[src/hw/rtl/sln_pkg.sv]
`timescale 1ns / 1ps
`default_nettype none
// ----------------------------------------------------------------------------
// sln_pkg: shared constants and types
// Sizes, status codes and opcodes for the nearest-key skip list block.
// ----------------------------------------------------------------------------
package sln_pkg;
   localparam int NODES      = 1024;
   localparam int LEVELS     = 16;
   localparam int NODE_W     = $clog2(NODES + 1);
   localparam int LVL_W      = $clog2(LEVELS);
   localparam int KEY_DEPTH  = NODES;
   localparam int KEY_AW     = $clog2(KEY_DEPTH);
   localparam int LINK_DEPTH = LEVELS * (NODES + 1);
   localparam int LINK_AW    = $clog2(LINK_DEPTH);

   localparam logic [0:0] OP_INSERT  = 1'b0;
   localparam logic [0:0] OP_NEAREST = 1'b1;

   localparam logic [2:0] ST_INSERTED  = 3'd0;
   localparam logic [2:0] ST_DUPLICATE = 3'd1;
   localparam logic [2:0] ST_FOUND     = 3'd2;
   localparam logic [2:0] ST_EMPTY     = 3'd3;
   localparam logic [2:0] ST_FULL      = 3'd4;

   localparam logic [0:0] CSR_MAX_LEVEL = 1'b0;
   localparam logic [0:0] CSR_SEED      = 1'b1;

   localparam logic [NODE_W-1:0] NULL_IX = NODE_W'(NODES);

   typedef logic [NODE_W-1:0] node_type;

   // link address = level * (NODES+1) + node
   function automatic logic [LINK_AW-1:0] link_addr(input logic [LVL_W-1:0] lvl,
                                                   input node_type node);
      link_addr = LINK_AW'(lvl) * LINK_AW'(NODES + 1) + LINK_AW'(node);
   endfunction
endpackage
`default_nettype wire

[src/hw/rtl/sln_lehmer.sv]
`timescale 1ns / 1ps
`default_nettype none
// ----------------------------------------------------------------------------
// sln_lehmer: Lehmer generator step
// Multiply by 48271 into a product register, then fold modulo 2^31-1 into the value register.
// ----------------------------------------------------------------------------
module sln_lehmer
   import sln_pkg::*;
(
   input  wire logic        clock,
   input  wire logic        reset,
   input  wire logic        load,
   input  wire logic [30:0] load_value,
   input  wire logic        step,      // start one step
   output logic             done,      // new value valid this cycle
   output logic [30:0]      value_ff
);
   logic [46:0] prod_ff;
   logic        busy_ff;
   logic        done_ff;
   logic [31:0] fold;
   logic [31:0] fold_red;

   // x mod (2^31-1) = hi + lo, then one conditional subtract
   assign fold     = {1'b0, prod_ff[30:0]} + {16'd0, prod_ff[46:31]};
   assign fold_red = (fold >= 32'h7FFF_FFFF) ? fold - 32'h7FFF_FFFF : fold;
   assign done     = done_ff;

   always_ff @(posedge clock) begin
      if (reset) begin
         value_ff <= 31'd1;
         busy_ff  <= 1'b0;
         done_ff  <= 1'b0;
      end else begin
         busy_ff <= step;
         done_ff <= busy_ff;
         if (load) begin
            value_ff <= (load_value == 31'd0) ? 31'd1 : load_value;
         end else if (busy_ff) begin
            value_ff <= fold_red[30:0];
         end
      end
      prod_ff <= 47'(value_ff) * 47'd48271;
   end
endmodule
`default_nettype wire

[config.mk]
export PLATFORM = sky130hd
export DESIGN_NAME = sln_lehmer
export DESIGN_NICKNAME = d
export VERILOG_FILES = /design/src/hw/rtl/sln_pkg.sv /design/src/hw/rtl/sln_lehmer.sv
export SDC_FILE = /design/constraint.sdc
export NUM_CORES = 1
export LEC_CHECK = 0
export ABC_AREA = 1
export BUFFER_PORTS_ARGS = -buffer_cell sky130_fd_sc_hd__clkbuf_2
export CAP_MARGIN = 0
export CORE_MARGIN = 2
export CORE_UTILIZATION = 55
export CTS_BUF_LIST = sky130_fd_sc_hd__clkbuf_8
export CTS_CLUSTER_SIZE = 28
export DETAILED_ROUTE_END_ITERATION = 7
export GPL_ROUTABILITY_DRIVEN = 1
export PLACE_DENSITY = 0.75
export SETUP_SLACK_MARGIN = 0.15
export SLEW_MARGIN = 5
export SYNTH_ARGS = -nofsm -noshare
export SYNTH_HDL_FRONTEND = slang
export SYNTH_SLANG_ARGS = --single-unit
[constraint.sdc]
create_clock -name clock -period 5.4 [get_ports clock]
set_clock_uncertainty 0.05 [all_clocks]
set_input_delay 0.81 -clock clock [delete_from_list [all_inputs] [get_ports clock]]
set_output_delay 0.81 -clock clock [all_outputs]
set_load 0.1 [all_outputs]
Yosys cells after proc, flatten, opt, wreduce, memory -nomap -nowiden --
Index checks and enable logic that the tools add are counted. W data, S select, Z words.
Storage, ports and cells: word-level logic and storage cells 14, output and inout port bits 32, register bits after elaboration 80
Cells by class: multiply operators 1, muxes and demuxes 4, add/subtract/negate cells 2, reduce and logical (&&, ||, !) cells 2, magnitude comparators 1
Operator list (number):
- $mux W31 | 4
- $mul A31 B16 Y47 const B | 1
- $add A31 B16 Y32 | 1
- $ge A32 B31 Y1 const B | 1
- $logic_not A31 Y1 | 1
- $sub A31 B31 Y31 const B | 1
- $reduce_bool A2 Y1 | 1

Longest topological paths before layout --
Gate-level depths: netlist (run 1).
word-level depth 5, mapped depth 23, depth with buffers taken out 23

Worst setup path after synthesis (run 1) --
Ideal clock, no wire load.
path kind reg-to-reg, from reg value_ff[16], to reg prod_ff[42], setup slack -871 ps, stages on the path, launching flop included 19, data required time 5278 ps, clock period less this slack 6271 ps, arrival 6149 ps, cell sequence dfxtp_1 inv_1 fa_1 inv_1 fa_1 fa_1 fa_1 fa_1 inv_1 fa_1 inv_1 ha_1 nand4_1 nor3_1 nand2_1 o21ai_0 a21boi_0 o21ai_0 xor2_1
On the way: longest elaborated chain between the ends 1
Ends and longest elaborated chain:
- start: declaration | line sln_lehmer.sv:16 | output logic [30:0] value_ff
- start signal: assignment | line sln_lehmer.sv:38 | value_ff <= (load_value == 31'd0) ? 31'd1 : load_value;
- start signal: assignment | line sln_lehmer.sv:40 | value_ff <= fold_red[30:0];
- $mul A31 B16 Y47 | line sln_lehmer.sv:43 | prod_ff <= 47'(value_ff) * 47'd48271;
- end signal: assignment | line sln_lehmer.sv:43
- end: declaration | line sln_lehmer.sv:18 | logic [46:0] prod_ff;
Every way passes these cells. A chain may end at the register's enable or synchronous reset.

Worst setup path after layout (run 1) --
from reg value_ff[9], to reg prod_ff[37]
Same word-level chain as after synthesis.

==> summary.md, run 1 <==
| Metric | Value |
|---|---|
| Synthesis-to-layout area growth | 19.8% |
| GP Congestion | 1.02 |
| WL final | between 40,000 and 50,000 um |
| Placed cell areas | 15,900 um2 |
| Vias per cell | about 5.4 |
| IO Count | 67 |
| Crit Path Max Fanout | 4 |
| Core area | around 26,000 um2 |
| Crit end category | flip-flop |
| Final ANT Viol Nets | 0 |
| Fillers | between 2,000 and 2,500 |
| Relative slew slack | between 30% and 40% |
| Wire per inst | about 19 um |
| RSZ-0062 raised after global routing | true |
| Top-count cell post-synth | inv_1 |
| Layout cell share with drive strength beyond 1 | between 20% and 30% |
| Final hold violations | 0 |
| Final setup TNS | 0 ns |
| Critical Path Stages | 19 |
| Fin cells | 2,399 |
| Die X | 165 um |
| Worst hold stages | 0 |
| Final-report max-slew violation count | 0 |
| Router iterations before antenna repair | 6 |
| Crit path DAT | around 5.6 ns |
| R2R depth | 19 |
| Sink Count | 80 |
| Worst Hold Slack | between 0.4 and 0.5 ns |
| Main synth FF type | dfxtp_1 |
| Top-area cell type share of the netlist area | 26.0% |
| Vias in the first global route | between 10,000 and 15,000 |
| N_diodes | 0 |
| Leading area contributor after synthesis | fa_1 |
| CTS tree | done |
| Max_cap viols | 0 |
| Worst slew pin tran | between 0.9 and 1 ns |
| Synth cell types | 48 |
| Die ar. | 27,300 um2 |
| Status | finished clean |
| CTS buffer count | 9 |
| Synth warn | 0 |
| Final net count | ~2,500 |
| Asr flop ratio synth | 0% |
| FF+latch area | 1690 um2 |
| Clk root buf | clkbuf_8 |
| Initial antenna violation count | 0 |
| CP top delay family | adder cells |
| Grt total ovfl | 0 |
| Post-Syn Nets | 2,295 |
| Port Buffers | 66 |
| Clock Path Buffers | 2 |
| Global-route wire length before repair | 70,000 um |
| Largest net degree at the start of global routing | 54 |
| Syn Area/Cell | 7.64 um2 |
| Buf+Inv Stages, Crit Path | 5 |
| DR iter-0 viols | about 1,100 |
| CP Launch Type | flip-flop |
| Worst skew pair latency | just under 0.4 ns |
| All-layer global routing usage | about a third |
| DRC errors left | 0 |
| Design area | approximately 17,000 um2 |
| CTS clk-pin slew, worst paths | around 0.11 ns |
| CP max-delay cell | fa_1 |
| Worst min path class | reg2reg |
| Dpl hpwl | between 30,000 and 40,000 um |
| Multi-input logic area | approximately 12,000 um2 |
| Hold_buf cts | 0 |
| F_max | between 0.15 and 0.2 GHz |
| Number of synthesized flops with an enable pin | 0 |
| Die height | 165 um |
| Synth Instances | approximately 1,900 |
| Post-Synthesis Cell Area | 14,300 um2 |
| Largest cells by area after synthesis | fa_1, ha_1, inv_1 |
| Required @ worst endpoint | 5.64 ns |
| Critical-path cell list | inv_2, fa_1, inv_1, fa_1, fa_1, fa_1, fa_1, inv_1, fa_1, inv_2, ha_4, a21oi_2, o21ai_2, a21oi_2, nand3_4, a21oi_4, o221ai_4, buf_6, xor2_1 |
| Top cells by count, synth | inv_1, nand2_1, ha_1, fa_1, nor2_1 |
| FP Rows | 59 |
| Starting Density | a little under three fifths |
| Setup violators final | 0 |
| Vias after detailed routing | between 10,000 and 15,000 |
| Final period util | between 90 and 100% |
| Critical path's most frequent cell | fa_1 |
| Placed cell count | 2,340 |
| WS Path Type | reg2reg |
| Tmin final | 5.32 ns |
| Post-synthesis register bit count | 80 |
| H-tree depth | 3 |
| Critical Path Max Stage Delay | 0.53 ns |
| Sequential area share after synthesis | around 11% |
==> routing by layer <==
metal | up-vias | share of wire [%] | GRT usage (%)
met2 | 452 | 45 | 54.5
met3 | 124 | 7.3 | 7.17
met1 | 6154 | 43 | 45.8
met4 | 0 | 5.0 | 15.2
li1 | 6186 | - | -
met5 | - | 0 | 0
==> metrics by stage <==
| step | util (%) | worst slack [ns] |
|---|---|---|
| 2_1_floorplan | - | 0.139 |
| 3_3_place_gp | 61.8 | -0.0423 |
| 6_report | 66.5 | 0.0755 |
| 5_1_grt | 66.5 | -0.0856 |
| 4_1_cts | 64.2 | 0.0890 |
| 3_5_place_dp | 61.8 | -0.0795 |
==> worst reg2reg max path: stages, from the launching register on <==
cell	delay (ns)
dfxtp_4	0.43
inv_2	0.07
fa_1	0.53
inv_1	0.06
fa_1	0.47
fa_1	0.53
fa_1	0.43
fa_1	0.50
inv_1	0.05
fa_1	0.52
inv_2	0.06
ha_4	0.24
a21oi_2	0.21
o21ai_2	0.10
a21oi_2	0.19
nand3_4	0.13
a21oi_4	0.23
o221ai_4	0.16
buf_6	0.16
xor2_1	0.13
==> logic make-up after synthesis <==
family,count (synthesis),share of synthesized area (%)
flip-flops,80,11.2
AO/OA/AOI/OAI,173,6.96
adder cells (fa/ha/maj),389,43.8
buffers and inverters,454,12.2
XOR/XNOR,71,4.35
AND/OR/NAND/NOR,704,21.5
==> repair_timing <==
item                       in CTS  in global routing
buffers inserted               18                 25
gates cloned                    0                  0
pin swaps                      55                 96
hold endpoints to repair        0                  0
gates resized for setup        74                113
setup endpoints to repair      18                 22
==> flip-flops by register name, summed over array words and instances, names as in the netlist <==
signal and flops:
done 1, prod_ff 47, value_ff 31, busy_ff 1
==> layout make-up <==
class | count | area share, %
Timing Repair Buffer | 197 | 7.95
Sequential cell | 80 | 9.86
Clock buffer | 9 | 0.723
Multi-Input combinational cell | 1337 | 69.0
Tap cell | 335 | 2.45
Clock inverter | 7 | 0.387
Inverter | 434 | 9.60
==> path summary, 6_finish.rpt <==
kind	startpoint	to	slack [ns]
max	value_ff[9]	prod_ff[37]	0.08
min reg2reg	value_ff[0]	prod_ff[0]	0.40
max reg2reg	value_ff[9]	prod_ff[37]	0.08
min	value_ff[0]	prod_ff[0]	0.40
==> cells in the final DEF (no fill, tap or decap), types with 13 or more instances in the layout <==
cell      Yosys  final
inv_1       429    389
nand2_1     360    339
ha_1        203    181
fa_1        186    173
nor2_1      148    134
buf_4         1    118
nand3_1     100     95
clkbuf_2      0     66
a21oi_1      89     63
dfxtp_1      80     55
xor2_1       43     43
inv_2         3     37
nand2_2      16     30
a21oi_2       9     27
xnor2_1      28     24
dfxtp_4       0     23
nor2_2       13     22
nand4_1      22     22
ha_4          0     20
o21ai_0      31     14
fa_2          0     13
buf_6         0     13
Power of run 1 is left out: the tool's default activity adds up to more than one toggle a clock period on the data nets, which glitch-free logic cannot reach.
==> run 2, diff against run 1 <==
Settings changed: CORE_ASPECT_RATIO set to 0.9.
==> run 2 against run 1 <==
Critical path depth rose by 3; core utilization increased by 1.5 points; global-route usage shrank 0.15 points; critical path type unchanged; critical endpoint unchanged; highest routed layer unchanged.
==> summary.md, run 2 (synthesis results as in run 1) <==
| Metric | Value |
|---|---|
| Wire per inst | 19.2 um (about the same) |
| Final period util | 99.1% (+0.49 points) |
| Max_cap viols | 0 (unchanged) |
| Vias in the first global route | 13,000 (+1.7%) |
| Clk root buf | clkbuf_8 |
| Die X | 174 um (+5.3%) |
| CTS tree | done |
| Worst setup margin | 0.0488 ns (-0.0267 ns) |
| Starting Density | 56.5% (+0.96 points) |
| Initial antenna violation count | 1 (+1) |
| Synthesis-to-layout area growth | 20.4% |
| Final hold violations | 0 (unchanged) |
| Most frequent cells in the layout | inv_1, nand2_1, ha_1 |
| Setup violators final | 0 (unchanged) |
| Tmin final | 5.35 ns (+0.0267 ns) |
| H-tree depth | 3 (unchanged) |
| Clock Path Buffers | 2 (unchanged) |
| Final ANT Viol Nets | 0 (unchanged) |
| Top reg by flops | prod_ff |
| All-layer global routing usage | 34.3% (-0.15 points) |
| Max reg flops | 47 (unchanged) |
| F_max | 0.187 GHz (-0.50%) |
| CTS clk-pin slew, worst paths | 0.10 ns (about the same) |
| Vias per cell | 5.38 (about the same) |
| Core area | 25,300 um2 (-1.7%) |
| Biggest regs | prod_ff x47, value_ff x31 |
| Router iterations before antenna repair | 5 (-1) |
| WL final | 46,200 um (+0.62%) |
| Met3 Resource Use GR | 6.45% (-0.72 points) |
| Fillers | 2,185 (-2.5%) |
| Global-route wire length before repair | 71,400 um (+2.0%) |
| Final net count | 2,488 (+0.20%) |
| Crit Path Max Fanout | 4 (unchanged) |
| GP Congestion | 1.05 (+3.3%) |
| Worst slew pin tran | 0.969 ns (+0.0182 ns) |
| DRC errors left | 0 (unchanged) |
| DR iter-0 viols | 1,058 (-7.4%) |
| CP Launch Type | flip-flop |
| Layout cell share with drive strength beyond 1 | 22.9% (+0.24 points) |
| Placement Setup Slack | -0.0821 ns (-0.00252 ns) |
| FP Rows | 55 (-6.8%) |
| Largest net degree at the start of global routing | 54 (unchanged) |
| Sink Count | 80 (unchanged) |
| Relative slew slack | 35.4% (-1.2 points) |
| Most common cell after layout, fill and taps aside | inv_1 |
| Grt total ovfl | 0 (unchanged) |
| Die ar. | 27,300 um2 (about the same) |
| RSZ-0062 raised after global routing | true |
| CTS buffer count | 9 (unchanged) |
| Die height | 157 um (-5.0%) |
| Final-report max-slew violation count | 0 (unchanged) |
| Required @ worst endpoint | 5.61 ns (-0.03 ns) |
| Crit end category | flip-flop |
| Port Buffers | 66 (unchanged) |
| Status | finished clean |
| Dpl hpwl | 38,900 um (-1.2%) |
| Grt met1 use | 46.8% (+1.1 points) |
| GRT busiest layer | met2 |
| Crit path DAT | 5.56 ns (about the same) |
| Hold_buf cts | 0 (unchanged) |
| WS Path Type | reg2reg |
| Worst min path class | reg2reg |
| IO Count | 67 (unchanged) |
| Worst skew pair latency | 0.40 ns (about the same) |
| Vias after detailed routing | 13,000 (+0.50%) |
| Met2 Track Usage GR | 55.9% (+1.3 points) |
run 2: path summary, 6_finish.rpt:
path	start	end	slack (ns)	cells past startpoint
max	value_ff[5]	prod_ff[37]	0.05	22
max reg2reg	value_ff[5]	prod_ff[37]	0.05	22
min	value_ff[0]	prod_ff[0]	0.44	0
min reg2reg	value_ff[0]	prod_ff[0]	0.44	0
run 2: through the flow:
| step | instances | setup TNS (ns) | util (%) | hold WS [ns] | instance area, um2 |
|---|---|---|---|---|---|
| 4_1_cts | 2394 | 0 | 66.1 | 0.437 | 16700 |
| 2_1_floorplan | 1871 | 0 | - | 0.375 | 14600 |
| 3_5_place_dp | 2349 | -0.267 | 62.9 | 0.425 | 15900 |
| 6_report | 2412 | 0 | 68.0 | 0.442 | 17200 |
| 3_3_place_gp | 2349 | -0.214 | 62.9 | 0.420 | 15900 |
| 5_1_grt | 2411 | -0.387 | 68.0 | 0.448 | 17200 |
run 2: metal layers:
metal | wire length (um) | vias to the layer above
met3 | 3730 | 79
met4 | 1380 | 0
met2 | 20900 | 476
met1 | 20200 | 6230
li1 | - | 6196
met5 | 0 | -
run 2: final cells by class:
cell class,count,area [um2],share of cell area (%)
multi-input combinational,1337,11900,68.8
sequential,80,1690,9.82
inverter,434,1640,9.55
timing repair buffer,202,1370,7.96
tap,342,428,2.49
clock buffer,9,124,0.719
clock inverter,7,106,0.618
antenna,1,2.50,0.0145
run 2: worst max-delay path, cell delays in order, from the launching register on:
cell and delay (ns):
dfxtp_4 0.38, buf_6 0.11, inv_4 0.03, fa_1 0.50
fa_1 0.51, inv_1 0.05, fa_1 0.51, fa_1 0.51
fa_1 0.49, inv_1 0.05, fa_1 0.49, inv_2 0.05
ha_4 0.27, nand2_4 0.09, inv_2 0.05, nand2_1 0.09
nand2_2 0.07, o21bai_4 0.14, nand3_4 0.12, a21oi_4 0.21
o221ai_2 0.15, buf_4 0.17, xor2_1 0.13
run 2: timing repair:
item                       4_1_cts  5_1_grt
setup endpoints to repair       18       25
gates resized for setup         90       87
setup buffers                   29       17
pin swaps                       77       64
Power of run 2 is left out for the same reason.
==> run 3, diff against run 2 <==
Settings changed: ABC_AREA 1 to unset, PLACE_DENSITY 0.75 to 0.76.
==> run 3 against run 2 <==
The run now ends with design-rule violations, negative setup slack left; critical path depth increased by 1; synthesized cell count shrank 23%; hold slack better by 0.082 ns; clock-buffer cell count unchanged; worst setup slack got worse by 0.64 ns; via count down 11%; flip-flop and latch count unchanged; final cell count down 17%; cell area is 5.9% lower; critical path type unchanged; critical endpoint is now prod_ff[45]; largest cell class unchanged.
==> summary.md, run 3 <==
| Metric | Value |
|---|---|
| Die ar. | 25,300 um2 (-7.3%) |
| F_max | 0.167 GHz (-11%) |
| Starting Density | 56.4% (-0.092 points) |
| Layout cell share with drive strength beyond 1 | 25.1% (+2.2 points) |
| H-tree depth | 3 (unchanged) |
| Crit path DAT | 6.27 ns (+0.71 ns) |
| Design area | 16,200 um2 (-5.9%) |
| Met2 Track Usage GR | 58.4% (+2.5 points) |
| Post-synthesis compound-gate area fraction | 13.9% (+6.9 points) |
| Crit end category | flip-flop |
| Final period util | 111% (+12 points) |
| Grt met1 use | 43.3% (-3.5 points) |
| Die height | 151 um (-3.7%) |
| Status | complete, but fails checks |
| Max reg flops | 47 (unchanged) |
| Placement Setup Slack | -0.652 ns (-0.570 ns) |
| Worst setup margin | -0.589 ns (-0.638 ns) |
| Syn Area/Cell | 9.17 um2 (+20%) |
| Worst hold stages | 1 (+1) |
| Clk root buf | clkbuf_8 |
| Top-area cell type share of the netlist area | 28.1% (+2.1 points) |
| Die X | 168 um (-3.7%) |
| WS Path Type | reg2reg |
| Final hold violations | 0 (unchanged) |
| Largest family of logic cells by synthesized area | adder cells |
| Multi-input logic area | 10,900 um2 (-7.8%) |
| Biggest regs | prod_ff x47, value_ff x31 |
| Synthesis-to-layout area growth | 22.4% |
| FP Rows | 53 (-3.6%) |
| Largest net degree at the start of global routing | 34 (-37%) |
| Crit Path Max Fanout | 5 (+1) |
| Adder-Cell Fraction of Synth Area | 47.3% (+3.5 points) |
| Synth cell types | 69 (+44%) |
| Final ANT Viol Nets | 0 (unchanged) |
| Sink Count | 80 (unchanged) |
| Final net count | 2,109 (-15%) |
| Relative slew slack | 33.5% (-1.9 points) |
| Top-count cell post-synth | inv_1 |
| Asr flop ratio synth | 0% (unchanged) |
| CP Launch Type | flip-flop |
| IO Count | 67 (unchanged) |
| Post-Syn Nets | 1,868 (-19%) |
| Top reg by flops | prod_ff |
| Top cells by count, synth | inv_1, ha_1, fa_1, dfxtp_1, a21oi_1 |
| Post-Route Utilization | 69.0% (+1.0 points) |
| GRT busiest layer | met2 |
| DRC errors left | 7 (+7) |
| N_diodes | 0 (-1) |
| CTS tree | done |
| Worst skew pair latency | 0.39 ns (about the same) |
| Post-synthesis mux area share | 0.302% (+0.30 points) |
| Xor and xnor fraction of the mapped netlist area | 5.29% (+0.95 points) |
| Max_cap viols | 0 (unchanged) |
| R2R depth | 23 (+4.5%) |
| CTS clk-pin slew, worst paths | 0.11 ns (about the same) |
| Port Buffers | 66 (unchanged) |
| DR iter-0 viols | 942 (-11%) |
| Met3 Resource Use GR | 5.20% (-1.2 points) |
| Clock Path Buffers | 2 (unchanged) |
| Wire per inst | 21.0 um (+9.8%) |
| Vias per cell | 5.83 (+8.3%) |
| Grt total ovfl | 0 (unchanged) |
| Final setup TNS | -8.34 ns (-8.34 ns) |
| Most frequent cells in the layout | inv_1, ha_1, buf_4 |
| Global-route wire length before repair | 64,900 um (-9.1%) |
| Setup violators final | 24 (+24) |
| Post-Synthesis Cell Area | 13,200 um2 (-7.5%) |
| Leading area contributor after synthesis | fa_1 |
| CTS buffer count | 9 (unchanged) |
| Worst slew pin tran | 0.995 ns (+0.0268 ns) |
| Synth Area in Simple Gates | 11.7% (-9.8 points) |
| RSZ-0062 raised after global routing | true |
| Tmin final | 5.99 ns (+0.638 ns) |
| Main synth FF type | dfxtp_1 |
| Fillers | 1,847 (-15%) |
| Placed cell areas | 15,500 um2 (-2.8%) |
| Required @ worst endpoint | 5.68 ns (+0.07 ns) |
| GP Congestion | 0.986 (-6.4%) |
| WL final | 41,900 um (-9.3%) |
| Hold_buf cts | 0 (unchanged) |
| Vias in the first global route | 11,900 (-8.5%) |
| FF+latch area | 1700 um2 (+0.37%) |
| Final-report max-slew violation count | 0 (unchanged) |
| Sequential area share after synthesis | 12.1% (+0.90 points) |
| All-layer global routing usage | 33.6% (-0.73 points) |
| Largest cells by area after synthesis | fa_1, ha_1, dfxtp_1 |
| Worst min path class | reg2reg |
| Synth Instances | 1,444 (-23%) |
| Number of synthesized flops with an enable pin | 0 (unchanged) |
| Post-synthesis register bit count | 80 (unchanged) |
| Synth warn | 0 (unchanged) |
| Failing checks | design-rule violations, negative setup slack |
| Vias after detailed routing | 11,600 (-11%) |
| Most common cell after layout, fill and taps aside | inv_1 |
| Core area | 23,500 um2 (-7.3%) |
| Router iterations before antenna repair | 8 (+3) |
| Dpl hpwl | 35,100 um (-9.8%) |
| Initial antenna violation count | 0 (-1) |
-- run 3: timing repair --
| action | 4_1_cts | 5_1_grt |
|---|---|---|
| gates resized for setup | 29 | 55 |
| buffers inserted | 8 | 9 |
| endpoints found under the setup margin | 26 | 27 |
| pin swaps | 37 | 52 |
-- run 3: cell families (layout without fill, tap and decap cells) --
kind of cell             after synthesis  in the layout
AO/OA/AOI/OAI                        269            269
buffers and inverters                328            574
flip-flops                            80             80
AND/OR/NAND/NOR                      294            294
adder cells (fa/ha/maj)              389            389
XOR/XNOR                              80             80
multiplexers                           4              4
-- run 3: path summary, 6_finish.rpt --
path	startpoint	endpoint	slack, ns
worst max-delay path	value_ff[7]	prod_ff[45]	-0.59
worst min-delay path	value_ff[0]	prod_ff[0]	0.52
worst max register to register	value_ff[7]	prod_ff[45]	-0.59
worst min register to register	value_ff[0]	prod_ff[0]	0.52
-- run 3: through the flow --
stage	hold WS, ns	std cells
5_1_grt	0.532	1992
6_report	0.524	1992
3_5_place_dp	0.516	1959
3_3_place_gp	0.520	1959
2_1_floorplan	0.512	1444
4_1_cts	0.525	1983
-- run 3: cell type report --
class | instances | area share [%]
multi-input cells | 1036 | 67.4
repair buffers | 259 | 11.3
flip-flops and latches | 80 | 10.5
inverters | 299 | 6.99
well taps | 302 | 2.33
clock buffers | 9 | 0.765
clock inverters | 7 | 0.664
-- run 3: per-layer routing --
layer / routed length, um / vias to the layer above
li1: - / 5316
met1: 17600 / 5730
met2: 20100 / 475
met3: 2780 / 89
met4: 1480 / 0
met5: 0 / -
-- run 3: worst max-delay path: stages, from the launching register on --
cell and delay, ns:
dfxtp_4 0.37, buf_6 0.13, fa_1 0.54, inv_2 0.05, fa_1 0.50, inv_2 0.05, fa_1 0.48, fa_2 0.49
fa_1 0.50, inv_1 0.05, fa_1 0.53, inv_2 0.06, ha_4 0.26, nand2_4 0.08, nor2_4 0.05, o311a_1 0.15
a221o_1 0.35, a31o_4 0.27, nand3_4 0.07, a31oi_4 0.10, a311oi_2 0.36, o21ai_1 0.15, a21oi_2 0.17, xnor2_1 0.12
Power of run 3 is left out for the same reason.
